### config.mk
export PLATFORM = sky130hd
export DESIGN_NAME = char_lcd_4bit_write_sequencer_unit
export DESIGN_NICKNAME = d
export VERILOG_FILES = /design/src/design/clcd_pkg.sv /design/src/design/char_lcd_4bit_write_sequencer_unit.sv /design/src/design/clcd_ctrl.sv /design/src/design/clcd_datapath.sv
export VERILOG_INCLUDE_DIRS = /design/src /design/src/design
export SDC_FILE = /design/constraint.sdc
export NUM_CORES = 1
export LEC_CHECK = 0
export BUFFER_PORTS_ARGS = -buffer_cell sky130_fd_sc_hd__buf_4
export CELL_PAD_IN_SITES_DETAIL_PLACEMENT = 1
export CELL_PAD_IN_SITES_GLOBAL_PLACEMENT = 1
export CORE_MARGIN = 2
export CORE_UTILIZATION = 39
export CTS_BUF_LIST = sky130_fd_sc_hd__clkbuf_2
export DETAILED_ROUTE_END_ITERATION = 16
export GPL_TIMING_DRIVEN = 0
export HOLD_SLACK_MARGIN = 0.06
export PLACE_DENSITY_LB_ADDON = 0.1
export REMOVE_ABC_BUFFERS = 1
export SYNTH_ARGS = -nofsm -noshare
export SYNTH_HDL_FRONTEND = slang
export SYNTH_HIERARCHICAL = 1
export SYNTH_SLANG_ARGS = --single-unit
### constraint.sdc
create_clock -name clk -period 7.1 [get_ports clk]
set_input_delay 1.065 -clock clk [delete_from_list [all_inputs] [get_ports clk]]
set_output_delay 1.065 -clock clk [all_outputs]
set_load 0.05 [all_outputs]
### src/design/assert_macros.svh
`ifndef ASSERT_MACROS_SVH
`define ASSERT_MACROS_SVH

// checked only once reset has been released
`define CLCD_ASSERT(label, prop, msg) \
  label: assert property (@(posedge clk) disable iff (rst) prop) \
    else $error(msg);

// checked on every edge, reset included
`define CLCD_ASSERT_ALWAYS(label, prop, msg) \
  label: assert property (@(posedge clk) prop) else $error(msg);

`endif

### src/design/clcd_pkg.sv
package clcd_pkg;

  // request codes
  localparam logic [2:0] FUNC_CMD    = 3'd0;
  localparam logic [2:0] FUNC_DATA   = 3'd1;
  localparam logic [2:0] FUNC_CURSOR = 3'd2;
  localparam logic [2:0] FUNC_CLEAR  = 3'd3;
  localparam logic [2:0] FUNC_INIT   = 3'd4;

  // register indexes (paddr[2])
  localparam logic REG_PULSE_HOLD = 1'b0;
  localparam logic REG_POWER_WAIT = 1'b1;

  localparam logic [3:0] PULSE_HOLD_RESET = 4'd1;
  localparam logic [7:0] POWER_WAIT_RESET = 8'd50;

  localparam logic [7:0] CMD_CLEAR    = 8'h01;
  localparam logic [7:0] CMD_HOME     = 8'h02;
  localparam logic [7:0] CMD_SET_ADDR = 8'h80;
  localparam logic [7:0] CMD_FUNC_SET = 8'h28;
  localparam logic [7:0] CMD_DISP_OFF = 8'h08;
  localparam logic [7:0] CMD_ENTRY    = 8'h06;
  localparam logic [7:0] CMD_DISP_ON  = 8'h0C;
  localparam logic [3:0] NIB_WAKE     = 4'h3;
  localparam logic [3:0] NIB_4BIT     = 4'h2;

  localparam logic [7:0] SETTLE_LONG  = 8'd5;
  localparam logic [7:0] SETTLE_CMD   = 8'd2;
  localparam logic [7:0] SETTLE_DATA  = 8'd1;

  // phase counters: five phases per byte, three per init nibble
  localparam logic [2:0] STEP_BYTE_LAST = 3'd4;
  localparam logic [2:0] STEP_NIB_LAST  = 3'd2;
  localparam logic [2:0] SEQ_NIB_LAST   = 3'd3;
  localparam logic [2:0] SEQ_BYTE_LAST  = 3'd4;

  typedef enum logic [2:0] {
    ST_IDLE,
    ST_PWR,
    ST_INIT_NIB,
    ST_INIT_BYTE,
    ST_BYTE,
    ST_EXTRA
  } state_t;

  typedef enum logic [2:0] {
    K_PWR,
    K_INIT_NIB,
    K_INIT_BYTE,
    K_BYTE,
    K_EXTRA
  } phase_kind_t;

  typedef struct packed {
    logic        load;
    logic        emit;
    phase_kind_t kind;
    logic [2:0]  step;
    logic [2:0]  seq;
    logic        last;
  } ctrl_cmd_t;

  typedef struct packed {
    logic out_free;
  } dp_status_t;

  function automatic logic [7:0] init_byte(input logic [2:0] seq);
    logic [7:0] b;
    unique case (seq)
      3'd0:    b = CMD_FUNC_SET;
      3'd1:    b = CMD_DISP_OFF;
      3'd2:    b = CMD_CLEAR;
      3'd3:    b = CMD_ENTRY;
      default: b = CMD_DISP_ON;
    endcase
    return b;
  endfunction

endpackage

### src/design/char_lcd_4bit_write_sequencer_unit.sv
// Character LCD 4-bit write sequencer. Each accepted request (command, data,
// set cursor, clear, initialize) is turned into a run of pin phases, one beat
// per phase: register select, data nibble, enable level and a hold time in ms
// that the pin driver downstream applies. A byte goes out high nibble first,
// enable high then low per nibble, then a settle phase. The phase sequencer
// produces one phase per clock while the result side is not stalled, and takes
// the next request only after the last phase of the current one has been
// loaded. A clear request adds a long settle phase after its byte. Codes 5
// to 7 are dropped with no result. The user is to write pulse_hold_ms (0x0)
// and power_on_wait_ms (0x4) over the register port only while no request is
// in progress; the block itself does not enforce this.
module char_lcd_4bit_write_sequencer_unit (
  input  logic        clk,
  input  logic        rst,
  // request channel
  input  logic        in_valid,
  output logic        in_stall,
  input  logic [2:0]  func,
  input  logic [7:0]  byte_value,
  input  logic        row,
  input  logic [5:0]  col,
  // phase channel
  output logic        out_valid,
  input  logic        out_stall,
  output logic        reg_select,
  output logic [3:0]  nibble,
  output logic        enable,
  output logic [7:0]  hold_ms,
  output logic        last,
  // register port
  input  logic        psel,
  input  logic        penable,
  input  logic        pwrite,
  input  logic [2:0]  paddr,
  input  logic [31:0] pwdata,
  output logic [31:0] prdata,
  output logic        pready
);

  clcd_pkg::ctrl_cmd_t  cmd;
  clcd_pkg::dp_status_t status;
  logic                 busy;

  // no request is taken while reset is held
  assign in_stall = busy || rst;

  clcd_ctrl u_ctrl (
    .clk      (clk),
    .rst      (rst),
    .in_valid (in_valid),
    .func     (func),
    .busy     (busy),
    .status   (status),
    .cmd      (cmd)
  );

  clcd_datapath u_datapath (
    .clk        (clk),
    .rst        (rst),
    .func       (func),
    .byte_value (byte_value),
    .row        (row),
    .col        (col),
    .cmd        (cmd),
    .status     (status),
    .out_valid  (out_valid),
    .out_stall  (out_stall),
    .reg_select (reg_select),
    .nibble     (nibble),
    .enable     (enable),
    .hold_ms    (hold_ms),
    .last       (last),
    .psel       (psel),
    .penable    (penable),
    .pwrite     (pwrite),
    .paddr      (paddr),
    .pwdata     (pwdata),
    .prdata     (prdata),
    .pready     (pready)
  );

endmodule

### src/design/clcd_ctrl.sv
`include "assert_macros.svh"

module clcd_ctrl (
  input  logic                clk,
  input  logic                rst,
  input  logic                in_valid,
  input  logic [2:0]          func,
  output logic                busy,
  input  clcd_pkg::dp_status_t status,
  output clcd_pkg::ctrl_cmd_t  cmd
);

  clcd_pkg::state_t state, state_next;
  logic [2:0] step, step_next;
  logic [2:0] seq, seq_next;
  logic       clear_req, clear_req_next;
  logic       adv;

  assign adv = status.out_free;

  always_ff @(posedge clk) begin
    if (rst) begin
      state     <= clcd_pkg::ST_IDLE;
      step      <= 3'd0;
      seq       <= 3'd0;
      clear_req <= 1'b0;
    end else begin
      state     <= state_next;
      step      <= step_next;
      seq       <= seq_next;
      clear_req <= clear_req_next;
    end
  end

  always_comb begin
    state_next     = state;
    step_next      = step;
    seq_next       = seq;
    clear_req_next = clear_req;
    unique case (state)
      clcd_pkg::ST_IDLE: begin
        step_next = 3'd0;
        seq_next  = 3'd0;
        if (in_valid) begin
          clear_req_next = (func == clcd_pkg::FUNC_CLEAR);
          if (func == clcd_pkg::FUNC_CMD || func == clcd_pkg::FUNC_DATA ||
              func == clcd_pkg::FUNC_CURSOR || func == clcd_pkg::FUNC_CLEAR) begin
            state_next = clcd_pkg::ST_BYTE;
          end else if (func == clcd_pkg::FUNC_INIT) begin
            state_next = clcd_pkg::ST_PWR;
          end
        end
      end
      clcd_pkg::ST_PWR: begin
        if (adv) begin
          state_next = clcd_pkg::ST_INIT_NIB;
        end
      end
      clcd_pkg::ST_INIT_NIB: begin
        if (adv) begin
          if (step == clcd_pkg::STEP_NIB_LAST) begin
            step_next = 3'd0;
            if (seq == clcd_pkg::SEQ_NIB_LAST) begin
              seq_next   = 3'd0;
              state_next = clcd_pkg::ST_INIT_BYTE;
            end else begin
              seq_next = seq + 3'd1;
            end
          end else begin
            step_next = step + 3'd1;
          end
        end
      end
      clcd_pkg::ST_INIT_BYTE: begin
        if (adv) begin
          if (step == clcd_pkg::STEP_BYTE_LAST) begin
            step_next = 3'd0;
            if (seq == clcd_pkg::SEQ_BYTE_LAST) begin
              state_next = clcd_pkg::ST_IDLE;
            end else begin
              seq_next = seq + 3'd1;
            end
          end else begin
            step_next = step + 3'd1;
          end
        end
      end
      clcd_pkg::ST_BYTE: begin
        if (adv) begin
          if (step == clcd_pkg::STEP_BYTE_LAST) begin
            step_next  = 3'd0;
            state_next = clear_req ? clcd_pkg::ST_EXTRA : clcd_pkg::ST_IDLE;
          end else begin
            step_next = step + 3'd1;
          end
        end
      end
      clcd_pkg::ST_EXTRA: begin
        if (adv) begin
          state_next = clcd_pkg::ST_IDLE;
        end
      end
      default: begin
        state_next = clcd_pkg::ST_IDLE;
      end
    endcase
  end

  always_comb begin
    busy     = (state != clcd_pkg::ST_IDLE);
    cmd.load = (state == clcd_pkg::ST_IDLE) && in_valid;
    cmd.emit = (state != clcd_pkg::ST_IDLE) && adv;
    cmd.step = step;
    cmd.seq  = seq;
    cmd.kind = clcd_pkg::K_BYTE;
    cmd.last = 1'b0;
    unique case (state)
      clcd_pkg::ST_IDLE:      cmd.kind = clcd_pkg::K_BYTE;
      clcd_pkg::ST_PWR:       cmd.kind = clcd_pkg::K_PWR;
      clcd_pkg::ST_INIT_NIB:  cmd.kind = clcd_pkg::K_INIT_NIB;
      clcd_pkg::ST_INIT_BYTE: begin
        cmd.kind = clcd_pkg::K_INIT_BYTE;
        cmd.last = (step == clcd_pkg::STEP_BYTE_LAST) && (seq == clcd_pkg::SEQ_BYTE_LAST);
      end
      clcd_pkg::ST_BYTE: begin
        cmd.kind = clcd_pkg::K_BYTE;
        cmd.last = (step == clcd_pkg::STEP_BYTE_LAST) && !clear_req;
      end
      clcd_pkg::ST_EXTRA: begin
        cmd.kind = clcd_pkg::K_EXTRA;
        cmd.last = 1'b1;
      end
      default: cmd.kind = clcd_pkg::K_BYTE;
    endcase
  end

  `CLCD_ASSERT(a_emit_when_free, cmd.emit |-> status.out_free, "phase emitted into full output")
  `CLCD_ASSERT(a_last_returns_idle, cmd.emit && cmd.last |=> state == clcd_pkg::ST_IDLE, "no idle after last phase")
  `CLCD_ASSERT(a_step_range, step <= clcd_pkg::STEP_BYTE_LAST, "phase step out of range")
  `CLCD_ASSERT(a_idle_counters, state == clcd_pkg::ST_IDLE |-> step == 3'd0, "step not cleared in idle")

endmodule

### src/design/clcd_datapath.sv
`include "assert_macros.svh"

module clcd_datapath (
  input  logic                clk,
  input  logic                rst,
  // request fields
  input  logic [2:0]          func,
  input  logic [7:0]          byte_value,
  input  logic                row,
  input  logic [5:0]          col,
  // control
  input  clcd_pkg::ctrl_cmd_t  cmd,
  output clcd_pkg::dp_status_t status,
  // result channel
  output logic                out_valid,
  input  logic                out_stall,
  output logic                reg_select,
  output logic [3:0]          nibble,
  output logic                enable,
  output logic [7:0]          hold_ms,
  output logic                last,
  // register port
  input  logic                psel,
  input  logic                penable,
  input  logic                pwrite,
  input  logic [2:0]          paddr,
  input  logic [31:0]         pwdata,
  output logic [31:0]         prdata,
  output logic                pready
);

  logic [3:0] pulse_hold_ms;
  logic [7:0] power_on_wait_ms;
  logic [7:0] byte_reg;
  logic       rs_reg;
  logic       wr_en;

  logic [7:0] cur_byte;
  logic       ph_rs;
  logic [3:0] ph_nib;
  logic       ph_en;
  logic [7:0] ph_hold;
  logic [7:0] pulse8;
  logic [7:0] settle;

  assign pready = 1'b1;
  assign wr_en  = psel && penable && pwrite;

  always_ff @(posedge clk) begin
    if (rst) begin
      pulse_hold_ms    <= clcd_pkg::PULSE_HOLD_RESET;
      power_on_wait_ms <= clcd_pkg::POWER_WAIT_RESET;
    end else if (wr_en) begin
      if (paddr[2] == clcd_pkg::REG_PULSE_HOLD) begin
        pulse_hold_ms <= pwdata[3:0];
      end else begin
        power_on_wait_ms <= pwdata[7:0];
      end
    end
  end

  always_comb begin
    if (paddr[2] == clcd_pkg::REG_PULSE_HOLD) begin
      prdata = {28'd0, pulse_hold_ms};
    end else begin
      prdata = {24'd0, power_on_wait_ms};
    end
  end

  // request capture: cursor address is 0x80 | row*0x40 | col
  always_ff @(posedge clk) begin
    if (cmd.load) begin
      rs_reg <= (func == clcd_pkg::FUNC_DATA);
      priority if (func == clcd_pkg::FUNC_CURSOR) begin
        byte_reg <= clcd_pkg::CMD_SET_ADDR | {1'b0, row, col};
      end else if (func == clcd_pkg::FUNC_CLEAR) begin
        byte_reg <= clcd_pkg::CMD_CLEAR;
      end else begin
        byte_reg <= byte_value;
      end
    end
  end

  assign pulse8   = {4'd0, pulse_hold_ms};
  assign cur_byte = (cmd.kind == clcd_pkg::K_INIT_BYTE) ? clcd_pkg::init_byte(cmd.seq)
                                                         : byte_reg;

  always_comb begin
    priority if ((cmd.kind == clcd_pkg::K_BYTE) && rs_reg) begin
      settle = clcd_pkg::SETTLE_DATA;
    end else if (cur_byte == clcd_pkg::CMD_CLEAR || cur_byte == clcd_pkg::CMD_HOME) begin
      settle = clcd_pkg::SETTLE_LONG;
    end else begin
      settle = clcd_pkg::SETTLE_CMD;
    end
  end

  always_comb begin
    ph_rs   = 1'b0;
    ph_nib  = 4'd0;
    ph_en   = 1'b0;
    ph_hold = pulse8;
    unique case (cmd.kind)
      clcd_pkg::K_PWR: begin
        ph_hold = power_on_wait_ms;
      end
      clcd_pkg::K_INIT_NIB: begin
        ph_nib = (cmd.seq == clcd_pkg::SEQ_NIB_LAST) ? clcd_pkg::NIB_4BIT : clcd_pkg::NIB_WAKE;
        ph_en  = (cmd.step == 3'd0);
        if (cmd.step == clcd_pkg::STEP_NIB_LAST) begin
          ph_hold = (cmd.seq == 3'd0) ? clcd_pkg::SETTLE_LONG : clcd_pkg::SETTLE_DATA;
        end
      end
      clcd_pkg::K_INIT_BYTE, clcd_pkg::K_BYTE: begin
        ph_rs  = (cmd.kind == clcd_pkg::K_BYTE) && rs_reg;
        ph_nib = (cmd.step < 3'd2) ? cur_byte[7:4] : cur_byte[3:0];
        ph_en  = (cmd.step == 3'd0) || (cmd.step == 3'd2);
        if (cmd.step == clcd_pkg::STEP_BYTE_LAST) begin
          ph_hold = settle;
        end
      end
      clcd_pkg::K_EXTRA: begin
        ph_nib  = clcd_pkg::CMD_CLEAR[3:0];
        ph_hold = clcd_pkg::SETTLE_LONG;
      end
      default: begin
        ph_hold = pulse8;
      end
    endcase
  end

  // output register: one phase beat, refilled as soon as it is taken
  assign status.out_free = !out_valid || !out_stall;

  always_ff @(posedge clk) begin
    if (rst) begin
      out_valid <= 1'b0;
    end else if (cmd.emit) begin
      out_valid <= 1'b1;
    end else if (!out_stall) begin
      out_valid <= 1'b0;
    end
  end

  always_ff @(posedge clk) begin
    if (cmd.emit) begin
      reg_select <= ph_rs;
      nibble     <= ph_nib;
      enable     <= ph_en;
      hold_ms    <= ph_hold;
      last       <= cmd.last;
    end
  end

  `CLCD_ASSERT(a_last_enable_low, out_valid && last |-> !enable, "last phase with enable high")
  `CLCD_ASSERT(a_pulse_hold, out_valid && enable |-> reg_select == rs_reg || !reg_select, "rs mismatch on pulse")
  `CLCD_ASSERT_ALWAYS(a_pready_high, pready, "pready low")

endmodule
* After elaboration in Yosys (flattened, before gate mapping) *
Index checks and enable logic that the tools add are counted.

word-level totals
  register bits after elaboration = 47
  bits of input ports = 60
  output and inout bits = 50
  logic and storage cells = 134

operators by class
  add/subtract/negate cells = 2
  $lt $le $gt $ge = 1
  equality and inequality tests = 36
  mux-type cells = 46
  bitwise operators = 1
  reduce and logical (&&, ||, !) cells = 33

operator list
  kind                                                  count
  two-way mux 3 bit                                     26
  two-way mux 8 bit                                     6
  case mux 8 bit (4 select lines)                       1
  equality test 3 x 2 -> 1 bit (second input constant)  9
  != test 2 x 1 -> 1 bit (second input constant)        12
  case mux 6 bit (4 select lines)                       1
  equality test 3 bit (second input constant)           6
  case mux 3 bit (3 select lines)                       2
  case mux 3 bit (6 select lines)                       1
  zero test 3 bit                                       5
  equality test 3 x 1 -> 1 bit (second input constant)  4
  case mux 3 bit (4 select lines)                       1
  case mux 4 bit (3 select lines)                       1
  AND reduction 12 bit                                  1
  nonzero test 3 bit                                    3
  equality test 8 x 1 -> 1 bit (second input constant)  1
  equality test 8 x 2 -> 1 bit (second input constant)  1
  logical AND 1 bit                                     7
  logical OR 1 bit                                      7
  two-way mux 7 bit                                     1
  adder 3 x 1 -> 3 bit (second input constant)          2
  AND reduction 2 bit                                   3
  AND reduction 6 bit                                   1
  two-way mux 4 bit                                     1
  other kinds (10)                                      16

* Logic depth before layout (Yosys ltp) *
Gate-level depths: netlist of run 1.

  word-level depth = 10
  gate-level depth with buffers = 9
  depth with buffers taken out = 7

* By module *
The synthesis of run 1 kept the hierarchy.

by module, submodules not included
  module                              times used  cells each  area an instance (um^2)  sequential area each (um^2)
  clcd_datapath                       1           213         2026.9                   980.9
  clcd_ctrl                           1           107         790.8                    200.2
  char_lcd_4bit_write_sequencer_unit  1           1           6.3                      0.0

* Worst setup path before layout of run 1 *
No wires, ideal clock.

  kind = input to output
  from = input port paddr[2]
  to = output port prdata[0]
  arrival time = 1.796 ns
  required time = 6.035 ns
  slack = 4.239 ns
  stages = 2
  buffers on the path = 1
  cell sequence = clkbuf_1 -> mux2_2

between the ends
  cells in the longest elaborated chain, start to end = 1

RTL lines
  element             line                                      RTL
  start: declaration  char_lcd_4bit_write_sequencer_unit.sv:34  input logic [2:0] paddr,
  two-way mux 8 bit   clcd_datapath.sv:63                       if (paddr[2] == clcd_pkg::REG_PULSE_HOLD) begin
  end: declaration    char_lcd_4bit_write_sequencer_unit.sv:36  output logic [31:0] prdata,

Every way passes these cells.

* Worst setup path in the final report of run 1 *
  from = register u_ctrl.state[0]
  to = output port in_stall

between the ends
  cells in the longest elaborated chain, start to end = 2

RTL lines
  element                   line                                      RTL
  start: declaration        clcd_ctrl.sv:13                           clcd_pkg::state_t state, state_next;
  start signal: assignment  clcd_ctrl.sv:23                           state <= clcd_pkg::ST_IDLE;
  start signal: assignment  clcd_ctrl.sv:28                           state <= state_next;
  nonzero test 3 bit        clcd_ctrl.sv:110                          busy = (state != clcd_pkg::ST_IDLE);
  named net busy            char_lcd_4bit_write_sequencer_unit.sv:42  logic busy;
  logical OR 1 bit          char_lcd_4bit_write_sequencer_unit.sv:45  assign in_stall = busy || rst;
  end: declaration          char_lcd_4bit_write_sequencer_unit.sv:17  output logic in_stall,

The timed path passes the listed nets, and every way through them passes these cells.

==> run metrics, run 1 <==
synthesized cell area=2820 sq um; crit share post-route=0.416; dpl hpwl=between 4000 and 5000 um; actual slew at the worst max-slew pin=roughly 0.83 ns; max-cap viol count=0; Peak supply drop=about 150 uV; worst setup path class=flip-flop to output pin; Netlist cell types=55; fin. max-slew vios=0; Max Clk Rate=0.339 GHz; Post-Synthesis Cells=about 320; Num CTS Buffers=5; GR Overflow Total=0; Core ar.=7140 sq um; Yosys top cell by area=edfxtp_1; DIE AREA=about 7900 sq um; CTS resizes=0; CP max FO=18; Post-synth EDFFs=24; vias in the first global route=2148; hold crit path type=flip-flop to flip-flop; Min Clock Period, post-route=about 3 ns; nets=437; First DRT Iteration DRCs=about 110; num ports=110; total track usage=0.173; initial antenna violation count=0; outcome=complete, no violations; Synth area leaders=edfxtp_1 (26%), dfxtp_1 (16%), buf_4 (6.6%); number of cell rows=31; pin count of the biggest net entering global routing=27; YS warnings=6; die width=89.1 um; Initial Utilization=0.396; Post-route DRC=0; share of Yosys cell area claimed by the top area cell type=0.255; Die Y=89.1 um; Final Skew=0.0208 ns; DRT Pass-1 Iters=4; Clock Pin Slew Worst Setup and Hold Paths=0.23 ns; post-synthesis async set-or-reset flop share=0; Clock Tree Root=clkbuf_2; Final Non-Filler Cells=approximately 470; CTS tree=yes; Max Root-Sink Buffers=2; htree depth=2; via/cell ratio=5.03; Rel. slew slack=0.449; Filler cells=889; Final setup viols=0; gpl congestion=0.792; PD cells=330 nW/um^2; hold_buf cts=0; Post-CTS Setup Bufs=0; Placed Cells=462; final hold vios=0; syn_area_per_cell=around 9 sq um; sequential element share of the synthesized area=0.418; Area growth syn-to-layout=16.3%; vias=2359; Critical Path RT=6.03 ns; crit start category=flip-flop; Synth Register Bits=47; Post-synth top cells=nand2_1 (42), nor2_1 (27), buf_4 (25); layout cell share with drive strength beyond 1=0.216; Sink Count=47; WL final=6630 um; most common cell in the netlist=nand2_1; Leakage Power=1.35 nW; Synth Flop Type=edfxtp_1; Avg WL per Cell=roughly 14 um; CP endpoint kind=output pin; global-route wire length before repair=10600 um; Crit path arrival time=1.89 ns; # port buffers=58; Setup TNS=0 ns; antenna cells=0; DRT antenna net count=0; Worst-Skew Late Latency=0.42 ns; unrepaired setup endpoints after global routing=no
-- where the power goes --
part | leakage [nW] | total [mW] | switching [mW] | internal, mW
registers | 0.415 | 0.419 | 0.0434 | 0.376
logic | 0.895 | 0.525 | 0.374 | 0.151
clock network | 0.0350 | 0.140 | 0.0828 | 0.0575
total | 1.35 | 1.08 | 0.500 | 0.584
-- final cells by class --
class | count | area (sq um) | share of cell area
inverter | 11 | 41.3 | 0.0126
multi-input combinational | 247 | 1440 | 0.438
sequential | 47 | 1180 | 0.360
clock buffer | 5 | 25.0 | 0.00762
timing repair buffer | 58 | 435 | 0.133
tap | 99 | 124 | 0.0377
clock inverter | 2 | 37.5 | 0.0114
-- worst paths after layout --
kind                                                startpoint                             end  slack (ns)  depth (start not counted)
worst max register to register                 u_ctrl/state[0]           u_datapath/hold_ms[2]        4.36                          5
worst min register to register  u_datapath/power_on_wait_ms[6]  u_datapath/power_on_wait_ms[6]        0.48                          2
worst min-delay path            u_datapath/power_on_wait_ms[6]  u_datapath/power_on_wait_ms[6]        0.48                          2
worst max-delay path                           u_ctrl/state[0]                        in_stall        4.15                          3
-- metal layers --
metal  vias to the layer above  part of all wire  GRT usage
met3                        10             0.053     0.0314
met2                        67              0.47      0.281
met5                         -                 0          0
li1                       1173                 -          -
met4                         0             0.018     0.0543
met1                      1109              0.46      0.235
-- stage by stage --
step	setup slack, ns	power (mW)	instance area, sq um	hold slack (ns)	util
finish	4.15	1.08	3280	0.482	0.460
global route	4.00	1.16	3280	0.513	0.460
CTS	4.11	1.10	3280	0.486	0.460
detailed placement	4.26	0.955	3220	0.460	0.451
global placement	4.26	0.945	3220	0.450	0.451
floorplan	4.54	0.795	2660	0.434	-
-- cell families after synthesis --
group / share of synthesized area
buffers and inverters: 0.103
XOR/XNOR: 0.00310
flip-flops: 0.418
other: 0.00266
AO/OA/AOI/OAI: 0.145
multiplexers: 0.0425
AND/OR/NAND/NOR: 0.254
adder cells (fa/ha/maj): 0.0310
-- cells in the final DEF, fill, tap and decap left out, types with 2 or more instances in the layout --
| cell type | instances |
|---|---|
| a211o_1 | 2 |
| a21oi_1 | 24 |
| a221o_1 | 2 |
| a2bb2oi_1 | 2 |
| and2_1 | 10 |
| buf_4 | 58 |
| clkbuf_2 | 5 |
| conb_1 | 25 |
| dfxtp_1 | 23 |
| edfxtp_1 | 24 |
| ha_1 | 7 |
| inv_1 | 11 |
| mux2_2 | 8 |
| mux2i_1 | 3 |
| nand2_1 | 42 |
| nand2b_1 | 12 |
| nand3_1 | 8 |
| nand3b_1 | 6 |
| nand4_1 | 2 |
| nor2_1 | 27 |
| nor2b_1 | 5 |
| nor3_1 | 4 |
| nor3b_1 | 3 |
| nor4_1 | 5 |
| o21ai_0 | 18 |
| o31ai_1 | 2 |
| or3_1 | 3 |
| or3b_1 | 2 |
-- worst max-delay path, cell delays in order (launching register included) --
cell	delay [ns]
dfxtp_1	0.53
or3_1	0.53
or2_1	0.24
buf_4	0.19
(Power assumes the default switching activity.)
==> run 2: changes to the inputs <==
CORE_UTILIZATION = 33   (was 39)
clock period = 2.45 ns   (was 7.1 ns; I/O delays follow)
==> run 2 against run 1 <==
Net effect:
- setup slack worse by 4.0 ns
- critical endpoint is now u_datapath/hold_ms[2]
- flip-flop and latch count unchanged
- largest power group unchanged
- design area grew 1.7%
==> run metrics, run 2 (synthesized netlist as in run 1, its figures left out) <==
R2R setup slack=0.11 ns (-4.25 ns); Final setup viols=0 (unchanged); htree depth=2 (unchanged); DRT antenna net count=0 (unchanged); reg-to-reg startpoint=u_ctrl/state[1]; Post-DP Area=3230 sq um (+0.23%); num ports=110 (unchanged); WHS Endpoint=u_datapath/power_on_wait_ms[1]; min-delay src=pwdata[1]; Final Skew=0.0185 ns (-0.00224 ns); CP max FO=15 (-3); hold path depth=3 (+1); Crit path arrival time=2.51 ns (+0.62 ns); layout cell share with drive strength beyond 1=0.238 (+0.0218); highest-count cells in the layout ignoring fill and taps=buf_4 (61), nand2_1 (41), nor2_1 (26), conb_1 (25); Avg WL per Cell=14.1 um (about the same); Sink Count=47 (unchanged); fin. max-slew vios=0 (unchanged); Post-route DRC=0 (unchanged); worst setup path class=flip-flop to flip-flop; Min Clock Period, post-route=~2.3 ns; number of cell rows=33 (+6.5%); antenna cells=0 (unchanged); dpl hpwl=5040 um (+2.7%); DIE AREA=9310 sq um (+17%); Peak supply drop=326 uV (+120%); Clock Pin Slew Worst Setup and Hold Paths=0.24 ns (about the same); WL final=6760 um (+2.1%); gpl congestion=0.810 (+2.2%); Final Power=3.21 mW (+200%); vias in the first global route=2230 (+3.8%); Clock Tree Root=clkbuf_2; Buf/Inv on CP=0 (-1); CP endpoint kind=flip-flop; die width=96.5 um (+8.3%); hold_buf cts=0 (unchanged); slowest cell on the critical path=dfxtp_4; Largest stage delay, worst path=0.48 ns (-0.05 ns); pin count of the biggest net entering global routing=27 (unchanged); actual slew at the worst max-slew pin=0.771 ns (-0.0548 ns); cell family with most CP delay=simple AND/OR/NAND/NOR gates; Num CTS Buffers=5 (unchanged); Leakage Power=1.37 nW (+1.9%); hold crit path type=primary input to flip-flop; total track usage=0.152 (-0.0210); DRT Pass-1 Iters=4 (unchanged); global-route wire length before repair=10800 um (+2.7%); # port buffers=58 (unchanged); number of cells on the worst reg-to-reg path=6 (+1); crit start category=flip-flop; crit share post-route=0.955; outcome=complete, no violations; CP cell instances=nand2b_1 -> o21a_4 -> or3b_1 -> and4_4 -> or2_0 -> a221o_1; commonest non-fill, non-tap cell in the layout=buf_4; Rel. slew slack=0.486 (+0.0365); PD cells=960 nW/um^2 (+190%); Worst-Skew Late Latency=0.41 ns (about the same); max-cap viol count=0 (unchanged); unrepaired setup endpoints after global routing=no; Die Y=96.5 um (+8.3%); initial antenna violation count=0 (unchanged); Critical Path RT=2.62 ns (-3.41 ns); Initial Utilization=0.342 (-0.0537); Max Clk Rate=0.428 GHz; GR Overflow Total=0 (unchanged); First DRT Iteration DRCs=119 (+12%); Area growth syn-to-layout=18.2%; Core ar.=8260 sq um (+16%); final hold vios=0 (unchanged); Finished Cell Area=3340 sq um (+1.7%); Max Root-Sink Buffers=2 (unchanged); via/cell ratio=4.98 (-1.0%); nets=440 (+0.69%); vias=2385 (+1.1%); CTS tree=yes; end of the worst register-to-register path=u_datapath/hold_ms[2]
run 2: layout make-up:
cell class,count,area [sq um]
repair buffers,61,458
fillers,1032,4920
well taps,105,131
flip-flops and latches,47,1190
multi-input cells,247,1450
clock buffers,5,25.0
inverters,11,41.3
clock inverters,3,38.8
run 2: how the worst max path moves through the flow:
stage	slack, ns	from	to	cells after the start
after floorplan	0.1	u_ctrl/state[2]	u_datapath/hold_ms[2]	7
after global placement	-0.32	u_ctrl/state[0]	u_datapath/hold_ms[2]	5
after detailed placement	-0.29	u_ctrl/state[0]	u_datapath/hold_ms[2]	5
after CTS	0.007	u_ctrl/state[2]	u_datapath/hold_ms[2]	7
after global routing	0.002	u_ctrl/state[1]	u_datapath/hold_ms[2]	6
final	0.11	u_ctrl/state[1]	u_datapath/hold_ms[2]	6
run 2: metal layers:
metal,track usage,vias up,part of all wire
met5,0,-,0
met4,0.0446,0,0.011
met3,0.0264,7,0.042
met2,0.251,61,0.47
met1,0.205,1134,0.48
li1,-,1183,-
run 2: where the power goes:
group | switching [mW] | total, mW | internal [mW]
combinational | 1.11 | 1.58 | 0.469
sequential | 0.119 | 1.22 | 1.10
clock | 0.244 | 0.412 | 0.168
run 2: timing repair:
item,in CTS,in global routing
setup buffers,0,3
endpoints found under the hold margin,0,0
gates resized for setup,7,3
endpoints found under the setup margin,3,1
run 2: through the flow:
stage	utilization	hold WS [ns]	std cells	setup TNS (ns)	worst slack, ns
after floorplan	-	0.430	305	0	0.0986
after global placement	0.391	0.450	468	-0.545	-0.316
after detailed placement	0.391	0.457	468	-0.440	-0.295
after CTS	0.401	0.127	476	0	0.00701
after global routing	0.404	0.119	479	0	0.00208
final	0.404	0.162	479	0	0.111
run 2: worst min-delay path, cell delays in order:
cell	delay, ns
buf_4	0.09
nand2_1	0.04
nand3b_1	0.06
==> run 3: changes to the inputs <==
--- a/config.mk
+++ b/config.mk
@@ -19,2 +19,3 @@
 export REMOVE_ABC_BUFFERS = 1
+export SLEW_MARGIN = 20
 export SYNTH_ARGS = -nofsm -noshare
--- a/constraint.sdc
+++ b/constraint.sdc
@@ -3,2 +3,2 @@
 set_output_delay 0.3675 -clock clk [all_outputs]
-set_load 0.05 [all_outputs]
+set_load 0.02 [all_outputs]
==> run 3 against run 2 <==
Net effect:
- largest cell class unchanged
- routed wire length hardly changed
- first-iteration DRC count is 5.9% lower
- critical path type unchanged
- global-route usage stayed put
- critical endpoint unchanged
==> run metrics, run 3 (synthesized netlist as in run 1, its figures left out) <==
max-cap viol count=0 (unchanged); global-route wire length before repair=10800 um (unchanged); nets=439 (-0.23%); Leakage Power=1.37 nW (-0.39%); commonest non-fill, non-tap cell in the layout=buf_4; Filler cells=1032 (unchanged); Crit path arrival time=2.52 ns (about the same); fin. max-slew vios=0 (unchanged); Sink Count=47 (unchanged); GR Overflow Total=0 (unchanged); global routing's busiest layer=met2; Post-DP Area=3230 sq um (unchanged); Core ar.=8260 sq um (unchanged); Clock Pin Slew Worst Setup and Hold Paths=0.24 ns (about the same); Initial Utilization=0.342 (unchanged); gpl congestion=0.810 (unchanged); Area growth syn-to-layout=17.9%; First DRT Iteration DRCs=112 (-5.9%); Min Clock Period, post-route=2.34 ns (+0.00118 ns); Switching Share=0.398 (-0.0608); worst setup path class=flip-flop to flip-flop; Final setup viols=0 (unchanged); via/cell ratio=4.96 (-0.38%); number of cell rows=33 (unchanged); vias=2371 (-0.59%); Critical Path RT=2.63 ns (about the same); highest-count cells in the layout ignoring fill and taps=buf_4 (60), nand2_1 (41), nor2_1 (26), conb_1 (25); end of the worst register-to-register path=u_datapath/hold_ms[2]; GR Util met1=0.205 (unchanged); met2 GRT Util=0.251 (unchanged); number of cells on the worst reg-to-reg path=6 (unchanged); net switching power=1.14 mW (-23%); PD cells=859 nW/um^2 (-11%); R2R setup slack=0.11 ns (about the same); htree depth=2 (unchanged); Worst setup startpoint=u_ctrl/state[1]; Multi-input gate area=1450 sq um (unchanged); Avg WL per Cell=14.1 um (+0.16%); DIE AREA=9310 sq um (unchanged); Placed Cells=468 (unchanged); DRT antenna net count=0 (unchanged); Final Non-Filler Cells=478 (-0.21%); Max Clk Rate=0.427 GHz (about the same); hold crit path type=primary input to flip-flop; final worst slack=0.110 ns (-0.00118 ns); WL final=6760 um (about the same); Setup WS pre-CTS=-0.295 ns (unchanged); num ports=110 (unchanged); Peak supply drop=294 uV (-10%); Clock Tree Root=clkbuf_2; CTS tree=yes; Post-route DRC=0 (unchanged); reg-to-reg startpoint=u_ctrl/state[1]; antenna cells=0 (unchanged); initial antenna violation count=0 (unchanged); outcome=complete, no violations; DRT Pass-1 Iters=4 (unchanged); register area=1190 sq um (unchanged); # port buffers=58 (unchanged); Worst-Skew Late Latency=0.41 ns (about the same); CP max FO=15 (unchanged); crit start category=flip-flop; met3 GRT Util=0.0264 (unchanged); WHS=0.162 ns (-0.000307 ns); Pint=1.72 mW (-0.68%); die width=96.5 um (unchanged); combinational share of power=0.431 (-0.061); Die Y=96.5 um (unchanged); final hold vios=0 (unchanged); Rel. slew slack=0.485 (-0.000620); Finished Cell Area=3330 sq um (-0.22%); Setup crit end=u_datapath/hold_ms[2]; actual slew at the worst max-slew pin=0.772 ns (+0.000931 ns); pin count of the biggest net entering global routing=27 (unchanged); crit share post-route=0.955 (about the same); clock power share=0.144 (+0.016); Reg power frac=0.425 (+0.046); Final Skew=0.0175 ns (-0.00108 ns); Num CTS Buffers=5 (unchanged); Max Root-Sink Buffers=2 (unchanged); total track usage=0.152 (unchanged); CP endpoint kind=flip-flop; unrepaired setup endpoints after global routing=no; dpl hpwl=5040 um (unchanged); vias in the first global route=2230 (unchanged); layout cell share with drive strength beyond 1=0.236 (-0.00204)
run 3: power groups by stage:
| stage | sequential (mW) | clock (mW) | combinational [mW] |
|---|---|---|---|
| floorplan | 1.35 | 0 | 0.625 |
| global placement | 1.23 | 0 | 1.18 |
| detailed placement | 1.24 | 0 | 1.20 |
| CTS | 1.23 | 0.434 | 1.22 |
| global route | 1.25 | 0.464 | 1.37 |
| finish | 1.22 | 0.411 | 1.23 |
run 3: worst max-delay path: stages, from the launching register on:
cell	delay, ns
dfxtp_4	0.48
nand2b_1	0.20
o21a_4	0.24
or3b_1	0.39
and4_4	0.21
or2_0	0.21
a221o_1	0.37
run 3: worst min-delay path by stage:
| stage | from | end | slack (ns) | cells after the start |
|---|---|---|---|---|
| after CTS | pwdata[1] | u_datapath/power_on_wait_ms[1] | 0.13 | 3 |
| final | pwdata[1] | u_datapath/power_on_wait_ms[1] | 0.16 | 3 |
| after global routing | pwdata[4] | u_datapath/power_on_wait_ms[4] | 0.12 | 3 |
| after floorplan | rst | u_ctrl/state[0] | 0.43 | 1 |
| after detailed placement | u_datapath/power_on_wait_ms[7] | u_datapath/power_on_wait_ms[7] | 0.46 | 2 |
| after global placement | u_datapath/power_on_wait_ms[7] | u_datapath/power_on_wait_ms[7] | 0.45 | 2 |
run 3: stage by stage:
| step | utilization | TNS [ns] | total power, mW |
|---|---|---|---|
| after floorplan | - | 0 | 1.97 |
| after global placement | 0.391 | -0.545 | 2.41 |
| after detailed placement | 0.391 | -0.440 | 2.44 |
| after CTS | 0.401 | 0 | 2.88 |
| after global routing | 0.403 | 0 | 3.08 |
| final | 0.403 | 0 | 2.86 |
run 3: what timing repair did:
| action | in CTS | in global routing |
|---|---|---|
| resized for setup | 7 | 3 |
| pin swaps | 0 | 0 |
| hold buffers | 0 | 0 |
| setup buffers | 0 | 2 |
| endpoints found under the setup margin | 3 | 1 |
run 3: layout make-up:
type                            instances  area share
Timing Repair Buffer                   60       0.135
Sequential cell                        47       0.358
Tap cell                              105      0.0394
Clock buffer                            5     0.00751
Clock inverter                          3      0.0116
Inverter                               11      0.0124
Multi-Input combinational cell        247       0.436
run 3: per-layer routing:
layer	vias up	part of all wire
li1	1184	-
met1	1119	0.47
met2	61	0.47
met3	7	0.042
met4	0	0.011
met5	-	0
